==> src/hdl/fdpc_pkg.sv <==
// Shared types, constants and helpers for the flow direction prefix classifier.
// Depends on nothing; every other file of the block imports it.

package fdpc_pkg;

   // Table geometry
   localparam int TABLE_ENTRIES = 64;
   localparam int IDX_W         = (TABLE_ENTRIES > 1) ? $clog2(TABLE_ENTRIES) : 1;
   localparam int CNT_W         = $clog2(TABLE_ENTRIES + 1);

   // Field widths
   localparam int HALF_W   = 64;
   localparam int ADDR_W   = 2 * HALF_W;
   localparam int LEN_W    = 8;
   localparam int SENSOR_W = 16;
   localparam int OP_W     = 2;
   localparam int FT_W     = 4;
   localparam int PORT_W   = 16;
   localparam int PROTO_W  = 8;
   localparam int INDEX_W  = 6;

   localparam logic [LEN_W-1:0]    MAX_PREFIX_LEN   = 8'd128;
   localparam logic [SENSOR_W-1:0] UNMATCHED_RESET  = 16'd1;
   localparam logic [PROTO_W-1:0]  PROTO_TCP        = 8'd6;
   localparam logic [PORT_W-1:0]   PORT_HTTP        = 16'd80;
   localparam logic [PORT_W-1:0]   PORT_HTTPS       = 16'd443;
   localparam logic [PORT_W-1:0]   PORT_HTTP_ALT    = 16'd8080;

   // Operation codes
   localparam logic [OP_W-1:0] OP_WRITE    = 2'd0;
   localparam logic [OP_W-1:0] OP_CLEAR    = 2'd1;
   localparam logic [OP_W-1:0] OP_CLASSIFY = 2'd2;

   // Flow type codes
   localparam logic [FT_W-1:0] FT_IN      = 4'd0;
   localparam logic [FT_W-1:0] FT_OUT     = 4'd1;
   localparam logic [FT_W-1:0] FT_INWEB   = 4'd2;
   localparam logic [FT_W-1:0] FT_OUTWEB  = 4'd3;
   localparam logic [FT_W-1:0] FT_INNULL  = 4'd4;
   localparam logic [FT_W-1:0] FT_OUTNULL = 4'd5;
   localparam logic [FT_W-1:0] FT_EXT2EXT = 4'd7;

   typedef enum logic [1:0] {
      ST_IDLE = 2'b01,
      ST_SCAN = 2'b10
   } state_type;

   // One table entry as stored in memory
   typedef struct packed {
      logic [HALF_W-1:0]   prefix_hi;
      logic [HALF_W-1:0]   prefix_lo;
      logic [LEN_W-1:0]    len;
      logic [SENSOR_W-1:0] sensor;
      logic                null_flag;
   } entry_type;

   // Control toward the table
   typedef struct packed {
      logic             wr_en;
      logic             clr_en;
      logic [IDX_W-1:0] wr_idx;
      entry_type        wr_data;
      logic [IDX_W-1:0] rd_idx;
   } tbl_cmd_type;

   // Registered read from the table
   typedef struct packed {
      logic      valid;
      entry_type data;
   } tbl_rd_type;

   // Best match found so far for one address
   typedef struct packed {
      logic                found;
      logic [SENSOR_W-1:0] sensor;
      logic                null_flag;
   } match_best_type;

   function automatic logic is_web_port(input logic [PORT_W-1:0] port);
      return (port == PORT_HTTP) || (port == PORT_HTTPS) || (port == PORT_HTTP_ALT);
   endfunction

endpackage

==> src/hdl/fdpc_match.sv <==
// Masked prefix compare and best-so-far tracking for one address of a flow.
// Depends on fdpc_pkg for the read and best-match structs.

module fdpc_match import fdpc_pkg::*; (
   input  logic              clock,
   input  logic              reset,
   input  logic              start,
   input  logic              live,
   input  tbl_rd_type        rd,
   input  logic [ADDR_W-1:0] key,
   output match_best_type    best
);

   logic [ADDR_W-1:0]   mask;
   logic [ADDR_W-1:0]   diff;
   logic                hit;
   logic                better;
   logic                found_ff, found_in;
   logic [LEN_W-1:0]    best_len_ff, best_len_in;
   logic [SENSOR_W-1:0] sensor_ff, sensor_in;
   logic                null_ff, null_in;

   // Build the prefix mask: bit j kept when j + len reaches the address width
   always_comb begin
      for (int j = 0; j < ADDR_W; j++) begin
         mask[j] = ({1'b0, rd.data.len} + 9'(j)) >= 9'(ADDR_W);
      end
   end

   assign diff   = (key ^ {rd.data.prefix_hi, rd.data.prefix_lo}) & mask;
   assign hit    = live && rd.valid && (diff == '0);
   // Strictly longer wins, so the lowest index keeps a tie
   assign better = !found_ff || (rd.data.len > best_len_ff);

   // Clear on start, take a better hit otherwise
   always_comb begin
      found_in    = found_ff;
      best_len_in = best_len_ff;
      sensor_in   = sensor_ff;
      null_in     = null_ff;
      if (start) begin
         found_in = 1'b0;
      end else if (hit && better) begin
         found_in    = 1'b1;
         best_len_in = rd.data.len;
         sensor_in   = rd.data.sensor;
         null_in     = rd.data.null_flag;
      end
   end

   always_ff @(posedge clock) begin
      if (reset) begin
         found_ff <= 1'b0;
      end else begin
         found_ff <= found_in;
      end
   end

   always_ff @(posedge clock) begin
      best_len_ff <= best_len_in;
      sensor_ff   <= sensor_in;
      null_ff     <= null_in;
   end

   assign best.found     = found_ff;
   assign best.sensor    = sensor_ff;
   assign best.null_flag = null_ff;

endmodule

==> config.mk <==
export PLATFORM = sky130hd
export DESIGN_NAME = fdpc_match
export DESIGN_NICKNAME = d
export VERILOG_FILES = /design/src/hdl/fdpc_pkg.sv /design/src/hdl/fdpc_match.sv
export SDC_FILE = /design/constraint.sdc
export NUM_CORES = 1
export LEC_CHECK = 0
export ABC_AREA = 1
export BUFFER_PORTS_ARGS = -buffer_cell sky130_fd_sc_hd__clkbuf_2
export CORE_AREA = 3 3 116 118
export DETAILED_ROUTE_END_ITERATION = 8
export DIE_AREA = 0 0 119 121
export GPL_ROUTABILITY_DRIVEN = 0
export GPL_TIMING_DRIVEN = 0
export PLACE_DENSITY = 0.8
export REMOVE_ABC_BUFFERS = 1
export SLEW_MARGIN = 15
export SYNTH_ARGS = -nofsm -noshare
export SYNTH_HDL_FRONTEND = slang
export SYNTH_SLANG_ARGS = --single-unit
==> constraint.sdc <==
create_clock -name clock -period 9.2 [get_ports clock]
set_clock_uncertainty 0.1 [all_clocks]
set_input_delay 1.38 -clock clock [delete_from_list [all_inputs] [get_ports clock]]
set_output_delay 1.38 -clock clock [all_outputs]
set_load 0.1 [all_outputs]
==> impl_metrics.toml <==
[sta]
rsz0062_at_grt = "false"
max-slew-margin-rel_pct = 20.5
period_minus_slack_ns = 5.79
tns_ns = 0
tightest_slew_ns = 1.19
slew_viol_final = 0
period_share_pct = 63.0
hold_violations = 0
timing.fmax_mhz = 173
holdWs_ns = 0.382
setup_viol = 0

[finish]
fin_cells = 1269
nNetsFinal = 1392
synthToLayoutAreaGrowth_pct = 36.3
final_layout_size_suffix_gt1_share_pct = 29.4
finalInstanceArea_mm2 = 0.00639
antennaDiodeCount = 0
most-common-layout-cells = "303 x clkbuf_2, 290 x nand2_1, 87 x inv_1"
final_common_cell = "clkbuf_2"

[global_route]
antenna_found_initial = 0
grt_max_degree = 39
grt_pass1_wl_um = 29500
grt_usage_pct = 25.5
overflow = 0
grt_pass1_vias = 5905

[die]
start_util_pct = 37.3
fp.dieH_um = 121
num_io_pins = 304
core_area_mm2 = 0.0126
die_area_mm2 = 0.0144
chipWidth_um = 119
rows = 41

[synthesis]
ys_ff_latch = 26
synth_cells = 813
yosysTopAreaCell = "nand2_1"
synth_top_area_share_pct = 23.2
syn-mean-instance-area_um2 = 5.77
synth_area_mm2 = 0.00469
synth_warnings = 0
synth_cell_types = 32
yosysSeqAreaShare_pct = 16.4
synth_area_leaders = "nand2_1 23%, edfxtp_1 16%, xor2_1 15%"

[place]
place_hpwl_um = 16400
dpl_cell_area_mm2 = 0.00631
placed_cells = 1265
portBuffers = 303

[clock_network]
cts_setup_buffers = 0
cts.sinks = 26
htree_levels = 1
cts_root_buf = "clkbuf_16"
cts_tree = "done"
cts_inserted_buffers = 3
cts_hold_buf = 0
clk_path_buf_depth = 2
ctsResizeCount = 0
clock_latency_ns = 0.25
clk_pin_slew_worst_paths_ns = 0.06

[worst_setup_path]
crit_chain = "clkbuf_2 > inv_1 > nand2_1 > o21ai_0 > nand2_1 > nor2_1 > nand2_1 > nor2_1 > nand2_1 > nor2_1 > nand2_1 > nor2_1 > nand3_1 > nor2_2 > buf_8"
reg2reg_slack_ns = 6.72
slowest_delay_ns = 1.07
startpoint = "rd[24]"
slowest_stage = "inv_1"
critical_path_required_ns = 9.07
cp-start-kind = "primary input"
cp_top_family = "simple AND/OR/NAND/NOR gates"
crit_top_cell = "nand2_1"
critPathArrivalTime_ns = 5.66
reg2reg_from = "best_len_ff[3]$_DFFE_PP_"
r2r-end = "best_len_ff[0]$_DFFE_PP_"
rr_worst_depth = 11
crit_fanout = 38
critical_path_buf_inv_count = 3
cp-end-kind = "register"
worstSetupPathType = "in -> reg"

[pwr]
cellLeakagePower_uw = 0.00361
power_density_mw_per_mm2 = 75.2
ir_drop_mv = 0.0752
power_uw = 481

[hold_path]
hold_depth = 2
hold_path_class = "reg -> reg"
hold_end = "found_ff$_SDFFE_PP0P_"
min_from = "found_ff$_SDFFE_PP0P_"

[routing]
dr.pass1.iters = 7
via_count = 6506
via_per_inst = 5.13
drtIter0Drc = 981
drc = 0
avgRoutedWirePerCell_um = 15.5
drtAntennaViolNets = 0
wl_um = 19700

[flow_run]
cap_violations = 0

[status]
status = "finished, final reports clean"
## flip-flops by register name (all words and copies together) (netlist names)
signal / flops
found_ff: 1
null_ff: 1
best_len_ff: 8
sensor_ff: 16
## metrics by stage
stage / setup slack, ns / util [%]
after CTS: 3.63 / 50.8
after global routing: 3.26 / 50.8
final: 3.41 / 50.8
after floorplan: 4.61 / -
after global placement: 2.67 / 50.1
after detailed placement: 3.40 / 50.2
## where the power goes
group / switching [uW] / total, uW / internal (uW)
Combinational: 149 / 257 / 108
Clock: 36.3 / 94.3 / 58.1
Sequential: 0 / 130 / 130
## layout make-up
| cell class | count | area (um2) |
|---|---|---|
| repair buffers | 304 | 1530 |
| clock buffers | 3 | 75.1 |
| clock inverters | 1 | 3.75 |
| fillers | 1335 | 6180 |
| flip-flops and latches | 26 | 771 |
| inverters | 91 | 342 |
| multi-input cells | 672 | 3450 |
| well taps | 172 | 215 |
## routing by layer
metal / vias to the layer above / wire, um / global-route usage [%]
met5: - / 0 / 0
met1: 2801 / 7380 / 32.7
met4: 0 / 686 / 7.24
li1: 3146 / - / -
met2: 492 / 9420 / 45.0
met3: 67 / 2240 / 3.22
## cell usage after synthesis
cell type	instances
clkbuf_1	4
o21bai_1	2
nor3_1	3
nand4_1	7
buf_2	15
or2_2	3
o211a_1	1
nand2_1	290
nor2_1	80
a21boi_0	1
xnor2_1	29
o21ai_0	53
o211ai_1	7
dfxtp_1	1
o21ai_1	6
clkinv_1	1
nand3_1	52
o221ai_1	2
a21o_1	1
nor2_4	2
ha_1	8
inv_2	3
nand3b_1	1
a211oi_1	1
inv_1	87
o2111ai_1	1
edfxtp_1	25
xor2_1	79
buf_4	5
a21oi_1	35
nor2_2	6
o22ai_1	2
## cells by family (layout without fill, tap and decap cells)
logic type | after synthesis | in the layout | synth area share (%)
adders and majority gates | 8 | 8 | 2.13
xor gates and xnor gates | 108 | 108 | 20.2
DFF | 26 | 26 | 16.4
buffers and inverters | 115 | 399 | 10.0
and+or+nand+nor | 444 | 444 | 38.3
AOI/OAI and AO/OA | 112 | 112 | 13.0
## tightest hold or removal path: stages (launching register included)
cell and delay, ns:
dfxtp_1 0.33, inv_1 0.06, a21oi_1 0.05
## worst max path at each step
stage	to	slack, ns	depth (start not counted)
floorplan	best_len_ff[0]$_DFFE_PP_	4.61	15
global placement	best_len_ff[0]$_DFFE_PP_	2.67	16
detailed placement	best_len_ff[0]$_DFFE_PP_	3.40	17
CTS	best_len_ff[0]$_DFFE_PP_	3.63	17
global route	null_ff$_DFFE_PP_	3.26	15
finish	best_len_ff[0]$_DFFE_PP_	3.41	15
Note: power is estimated with default switching activity, not from simulation.
